--- config.mk ---
export PLATFORM = sky130hd
export DESIGN_NAME = shbt_floor_div
export DESIGN_NICKNAME = d
export VERILOG_FILES = /design/src/rtl/core/shbt_pkg.sv /design/src/rtl/core/shbt_floor_div.sv
export SDC_FILE = /design/constraint.sdc
export NUM_CORES = 1
export LEC_CHECK = 0
export BUFFER_PORTS_ARGS = -buffer_cell sky130_fd_sc_hd__buf_2
export CAP_MARGIN = 0
export CORE_ASPECT_RATIO = 0.7
export CORE_MARGIN = 2
export CORE_UTILIZATION = 61
export CTS_CLUSTER_SIZE = 10
export DETAILED_ROUTE_END_ITERATION = 10
export PLACE_DENSITY_LB_ADDON = 0.15
export SYNTH_ARGS = -nofsm -noshare
export SYNTH_HDL_FRONTEND = slang
export SYNTH_SLANG_ARGS = --single-unit
--- constraint.sdc ---
create_clock -name clk -period 5.8 [get_ports clk]
set_clock_uncertainty 0.05 [all_clocks]
set_input_delay 0 -clock clk [delete_from_list [all_inputs] [get_ports clk]]
set_output_delay 0 -clock clk [all_outputs]
set_load 0.02 [all_outputs]
--- src/rtl/core/shbt_pkg.sv ---
// ----------------------------------------------------------------------------
// shbt_pkg
// Shared types, sizes and constants of the spatial hash bucket table.
// ----------------------------------------------------------------------------
`default_nettype none

package shbt_pkg;

    // table geometry (bucket count must be a power of two)
    localparam int HASH_BUCKETS = 1024;
    localparam int BUCKET_SLOTS = 8;
    localparam int MAX_RESULTS  = 8;

    localparam int BUCKET_W    = $clog2(HASH_BUCKETS);
    localparam int SLOT_W      = (BUCKET_SLOTS > 1) ? $clog2(BUCKET_SLOTS) : 1;
    localparam int FILL_W      = $clog2(BUCKET_SLOTS + 1);
    localparam int ENTRY_DEPTH = HASH_BUCKETS * BUCKET_SLOTS;
    localparam int ENTRY_AW    = $clog2(ENTRY_DEPTH);
    localparam int RES_K_W     = $clog2(MAX_RESULTS);
    localparam int RES_N_W     = $clog2(MAX_RESULTS + 1);

    // field widths
    localparam int ID_W    = 16;
    localparam int COORD_W = 32;
    localparam int CSIZE_W = 16;
    localparam int COUNT_W = 14;
    localparam int CELL_W  = 24;

    localparam logic [CSIZE_W-1:0] CELL_SIZE_RESET = 16'd64;
    localparam logic [31:0] PRIME_X = 32'd73856093;
    localparam logic [31:0] PRIME_Y = 32'd19349663;

    // operation codes
    localparam logic [2:0] MODE_INSERT = 3'd0;
    localparam logic [2:0] MODE_REMOVE = 3'd1;
    localparam logic [2:0] MODE_POINT  = 3'd2;
    localparam logic [2:0] MODE_BOX    = 3'd3;
    localparam logic [2:0] MODE_CLEAR  = 3'd4;

    // result status codes
    typedef enum logic [1:0] {
        STATUS_OK        = 2'd0,
        STATUS_FULL      = 2'd1,
        STATUS_NOT_FOUND = 2'd2,
        STATUS_EMPTY     = 2'd3
    } status_t;

    // sequencer states
    typedef enum logic [3:0] {
        S_CLEAR,
        S_IDLE,
        S_DIV,
        S_HASH,
        S_FILL_RD,
        S_DISPATCH,
        S_RM_RD,
        S_RM_CMP,
        S_SH_RD,
        S_SH_WR,
        S_RM_DONE,
        S_Q_RD,
        S_Q_EMIT,
        S_RESULT
    } state_t;

    // divider handshake toward the sequencer
    typedef struct packed {
        logic done;
    } div_status_t;

    // flat entry address of a bucket slot
    function automatic logic [ENTRY_AW-1:0] entry_addr(
        input logic [BUCKET_W-1:0] bucket,
        input logic [SLOT_W-1:0]   slot
    );
        return ENTRY_AW'(bucket) * ENTRY_AW'(BUCKET_SLOTS) + ENTRY_AW'(slot);
    endfunction

endpackage

`default_nettype wire

--- src/rtl/core/shbt_floor_div.sv ---
// ----------------------------------------------------------------------------
// shbt_floor_div
// Bit-serial floor division of a signed cell coordinate by the cell size.
// ----------------------------------------------------------------------------
`default_nettype none

module shbt_floor_div (
    input  wire logic                                clk,
    input  wire logic                                rst_n,
    input  wire logic                                start,
    input  wire logic signed [shbt_pkg::CELL_W-1:0]  dividend,
    input  wire logic [shbt_pkg::CSIZE_W-1:0]        divisor,
    output shbt_pkg::div_status_t                    stat,
    output logic signed [shbt_pkg::CELL_W-1:0]       quotient
);

    localparam int CW  = shbt_pkg::CELL_W;
    localparam int DW  = shbt_pkg::CSIZE_W;
    localparam int CNW = $clog2(CW + 1);

    logic           busy_reg;
    logic           done_reg;
    logic           neg_reg;
    logic [CW-1:0]  quo_reg;
    logic [DW-1:0]  rem_reg;
    logic [DW-1:0]  den_reg;
    logic [CNW-1:0] cnt_reg;

    logic [DW:0]    shift_val;
    logic           ge;
    logic [DW:0]    diff;

    // one restoring step per cycle
    assign shift_val = {rem_reg, quo_reg[CW-1]};
    assign ge        = shift_val >= {1'b0, den_reg};
    assign diff      = shift_val - {1'b0, den_reg};

    // negative values: floor(n/d) = ~(~n / d)
    always_ff @(posedge clk or negedge rst_n)
    begin
        if (!rst_n)
        begin
            busy_reg <= 1'b0;
            done_reg <= 1'b0;
            cnt_reg  <= '0;
        end
        else if (start)
        begin
            busy_reg <= 1'b1;
            done_reg <= 1'b0;
            cnt_reg  <= CNW'(CW);
        end
        else if (busy_reg)
        begin
            cnt_reg <= cnt_reg - CNW'(1);
            if (cnt_reg == CNW'(1))
            begin
                busy_reg <= 1'b0;
                done_reg <= 1'b1;
            end
        end
    end

    // datapath
    always_ff @(posedge clk)
    begin
        if (start)
        begin
            neg_reg <= dividend[CW-1];
            quo_reg <= dividend[CW-1] ? ~dividend : dividend;
            rem_reg <= '0;
            den_reg <= (divisor == '0) ? DW'(1) : divisor;
        end
        else if (busy_reg)
        begin
            rem_reg <= ge ? diff[DW-1:0] : shift_val[DW-1:0];
            quo_reg <= {quo_reg[CW-2:0], ge};
        end
    end

    assign stat.done = done_reg;
    assign quotient  = neg_reg ? ~quo_reg : quo_reg;

endmodule

`default_nettype wire

## Yosys cells after proc, flatten, opt, wreduce, memory -nomap -nowiden

Cells that the tools add are included.

- Bits of input ports: 43
- Flip-flop bits (word level): 64
- Output and inout bits: 25
- Word-level logic and storage cells: 30

- Bitwise logic cells: 2
- Mux-type cells: 13
- Equal/unequal tests: 1
- Magnitude comparators: 1
- Add/sub/neg operators: 2
- Reduce and logical (&&, ||, !) cells: 4

Operators with widths:

| cell | number |
|---|---|
| 24-bit two-way mux | 4 |
| 24-bit NOT | 2 |
| 17-bit by 16-bit greater-or-equal comparator with 1-bit output | 1 |
| 16-bit zero test | 1 |
| 16-bit two-way mux | 1 |
| 16-bit subtractor | 1 |
| 5-bit two-way mux | 2 |
| 1-bit two-way mux | 6 |
| 5-bit by 1-bit equality test with 1-bit output, second input constant | 1 |
| 5-bit by 1-bit subtractor with 5-bit output, second input constant | 1 |
| 2-bit nonzero test | 2 |
| 2-bit AND reduction | 1 |

## Longest topological paths before layout

- Depth in word-level cells: 4
- Depth in mapped cells: 11
- Gate-level depth less buffers: 10

## Worst setup path before layout

Ideal clock, no wire load.

- Kind: register to register
- From: register quo_reg[23]
- To: register rem_reg[12]
- Cell stages (with the launch flop): 11
- Data arrival time: 2.424 ns
- Setup time: 0.091 ns
- Clock period less this slack: 2.565 ns
- Slack: 3.235 ns
- Path buffers: 0
- Required time: 5.659 ns
- Cells stage by stage: edfxtp_1 > inv_1 > ha_1 > fa_1 > nand2b_1 > a21oi_1 > o211ai_1 > a211oi_1 > nor3_1 > or3b_1 > a311oi_1

- Word-level cells in the longest chain between the ends: 2

Ends and longest elaborated chain:

| what | line | text |
|---|---|---|
| start, declared | shbt_floor_div.sv:24 | `logic [CW-1:0] quo_reg;` |
| start signal, assigned | shbt_floor_div.sv:70 | `quo_reg <= dividend[CW-1] ? ~dividend : dividend;` |
| start signal, assigned | shbt_floor_div.sv:77 | `quo_reg <= {quo_reg[CW-2:0], ge};` |
| 16-bit subtractor / 17-bit by 16-bit greater-or-equal comparator with 1-bit output (equally long branches) | shbt_floor_div.sv:36, shbt_floor_div.sv:35 |  |
| 16-bit two-way mux (*) | shbt_floor_div.sv:76 | `rem_reg <= ge ? diff[DW-1:0] : shift_val[DW-1:0];` |
| end signal, assigned | shbt_floor_div.sv:76 |  |
| end, declared | shbt_floor_div.sv:25 | `logic [DW-1:0] rem_reg;` |

Mark *: on every way between the ends. The rest lies on a longest branch, timed or not.
A chain may end at the register's enable or synchronous reset.

## Worst setup path after layout

Same ends and word-level chain as after synthesis.

==> results.toml <==
[final_layout]
finalNonFillerCells = 580
final_nets = 559
largest_register_ffs = 24
n_fill_cell = 470
diodes = 0
syn_to_final_growth_pct = 19.8
drive_gt1_share_pct = 19.1
postLayoutCellArea_mm2 = 0.00477

[setup_path]
critical_path.max_fanout = 5
crit_required_ns = 6.01
arrival_ns = 3.10
r2r_cells = 10
end_kind = "register"
critical_path_class = "reg -> reg"
critPathLaunchType = "register"

[clocking]
clock-sinks = 64
cts_tree = "built"
clk_latency_ns = 0.35
clkTransAtPathRegs_ns = 0.08
clk_path_buf_depth = 2
h-tree-depth = 3
post_cts_buffers = 0
cts_root_buf = "clkbuf_8"
cts_buffers = 9

[yosys]
synth_nets = 479
async_flop_share_pct = 10.9
synth_area_leaders = "edfxtp_1 (31%), dfxtp_1 (8.0%), xor2_1 (6.6%)"
avgSynthCellArea_um2 = 9.55
synth.distinct_cells = 58
netlist_instances = 417
ys_ff_latch = 64
synth-main-ff-cell = "edfxtp_1"
yosys.area.top_type = "edfxtp_1"
syn_area_mm2 = 0.00398
yosysTopAreaCellShare_pct = 30.9
synth-edff-count = 41
yosysWarningCount = 0
seq_area_frac_synth_pct = 43.4

[sta]
fmax_ghz = 0.346
min_period_over_period_pct = 49.9
fin_crit_ns = 2.89
report.final.slew_viol_count = 0
finalHoldWorstSlack_ns = 0.00273
tightest_slew_ns = 1.02
rsz0062_at_grt = "false"
finalSetupViolCount = 0
slew_headroom_pct = 32.1
hold_violations = 0
final.setup.tns_ns = 0

[drt]
drc = 0
drt-initial-drc-count = 220
first_pass_iters = 5
via_per_inst = 5.70
routed_wl_um = 9100
wl_per_cell_um = 15.7
routed-via-count = 3304
postRouteAntennaNets = 0

[floorplan]
core-area_mm2 = 0.00628
die_h_um = 71.6
die_w_um = 101
rows = 24
start_util_pct = 63.4
die-area_mm2 = 0.00720
io_pins = 68

[pwr]
power_frac_clock_pct = 21.5
p_leak_nw = 2.01
powerDensity_mw_per_mm2 = 368
p_sw_uw = 678
totalPowerFinal_mw = 1.75
p_int_mw = 1.08
p_seq_share_pct = 36.4
vdd_ir_drop_max_mv = 0.214
pwr-share-comb_pct = 42.1
switching_share_pct = 38.6

[place]
io_buffers = 67
hpwl_um = 5870
dpl_cell_area_mm2 = 0.00422
post-place-cells = 528
gp_congestion = 0.934

[global_route]
overflow = 0
track_usage_pct = 27.0
antenna_found_initial = 0
grt_pass1_wl_um = 14900
grt_pass1_vias = 3087
grt_max_degree = 83

[worst_hold_path]
hold_class = "in -> reg"
min_path_cells = 3

[status]
status = "completed"

[run]
max_cap_viol_count = 0
path summary, 6_finish.rpt:
check / endpoint / startpoint / slack [ns]
max: rem_reg[12]$_SDFFE_PP0P_ / quo_reg[23]$_DFFE_PP_ / 2.91
min: quo_reg[15]$_DFFE_PP_ / dividend[15] / 0.003
max reg2reg: rem_reg[12]$_SDFFE_PP0P_ / quo_reg[23]$_DFFE_PP_ / 2.91
min reg2reg: rem_reg[15]$_SDFFE_PP0P_ / rem_reg[14]$_SDFFE_PP0P_ / 0.45
max in group asynchronous: cnt_reg[3]$_DFFE_PN0P_ / rst_n / 4.89
min in group asynchronous: cnt_reg[0]$_DFFE_PN0P_ / rst_n / 0.55
layout by cell type, fill, tap and decap left out, drive strengths merged, types with 9 or more instances in the layout:
master	n
buf	70
xnor2	29
a311oi	12
nand2	32
o21ai	9
ha	18
dfxtp	16
inv	23
a21oi	35
a211oi	9
nor2	51
xor2	30
edfxtp	41
dlygate4sd3	36
clkbuf	11
logic make-up after synthesis:
group / share of synthesized area, %
fa+ha+maj: 6.16
xor+xnor: 13.0
compound gates: 14.7
buf+inv: 7.67
flops: 43.4
simple gates: 15.1
timing repair:
action	in CTS	in global routing
hold endpoints to repair	43	0
resized for setup	0	0
hold buffers	36	0
endpoints found under the setup margin	0	0
power by group through the flow:
stage | registers [mW] | logic (mW) | clock network (mW)
2_1_floorplan | 0.628 | 0.575 | 0
6_report | 0.638 | 0.739 | 0.377
5_1_grt | 0.648 | 0.817 | 0.405
3_3_place_gp | 0.642 | 0.690 | 0
4_1_cts | 0.636 | 0.725 | 0.385
3_5_place_dp | 0.645 | 0.702 | 0
cells in the mapped netlist (all sizes together) (8+ instances only):
cell and number:
edfxtp 41, o21ai 9, inv 23, clkbuf 32, a311oi 12, ha 18
a21oi 35, xnor2 29, nor4 8, nor2 51, xor2 30, nor3 8
dfxtp 16, a211oi 9, nand2 32
area by class of cell:
| type | instances | area [um^2] | share of cell area [%] |
|---|---|---|---|
| multi-input combinational | 293 | 1950 | 40.9 |
| sequential | 64 | 1730 | 36.2 |
| timing repair buffer | 106 | 718 | 15.1 |
| clock buffer | 11 | 131 | 2.76 |
| tap | 78 | 97.6 | 2.05 |
| inverter | 23 | 86.3 | 1.81 |
| clock inverter | 5 | 58.8 | 1.23 |
layer usage:
metal / part of all wire [%] / global-route usage, % / up-vias
met5: 0 / 0 / -
met4: 0.97 / 6.85 / 0
met3: 7.4 / 7.51 / 11
met2: 45 / 40.6 / 136
met1: 46 / 39.0 / 1538
li1: - / - / 1619
worst max-delay path, stage by stage (launching register included):
cell      delay, ns
edfxtp_1       0.36
inv_1          0.07
ha_1           0.22
fa_1           0.37
nand2b_1       0.19
a21oi_1        0.37
o211ai_1       0.18
a211oi_1       0.31
nor3_1         0.08
or3b_1         0.36
a311oi_1       0.24
stage by stage:
stage | worst slack, ns | util [%]
after floorplan | 3.24 | -
after global placement | 3.08 | 67.2
after detailed placement | 2.95 | 67.2
after CTS | 2.92 | 76.0
after global routing | 2.75 | 76.0
final | 2.91 | 76.0
No activity file was read; power rests on OpenSTA's default activity.
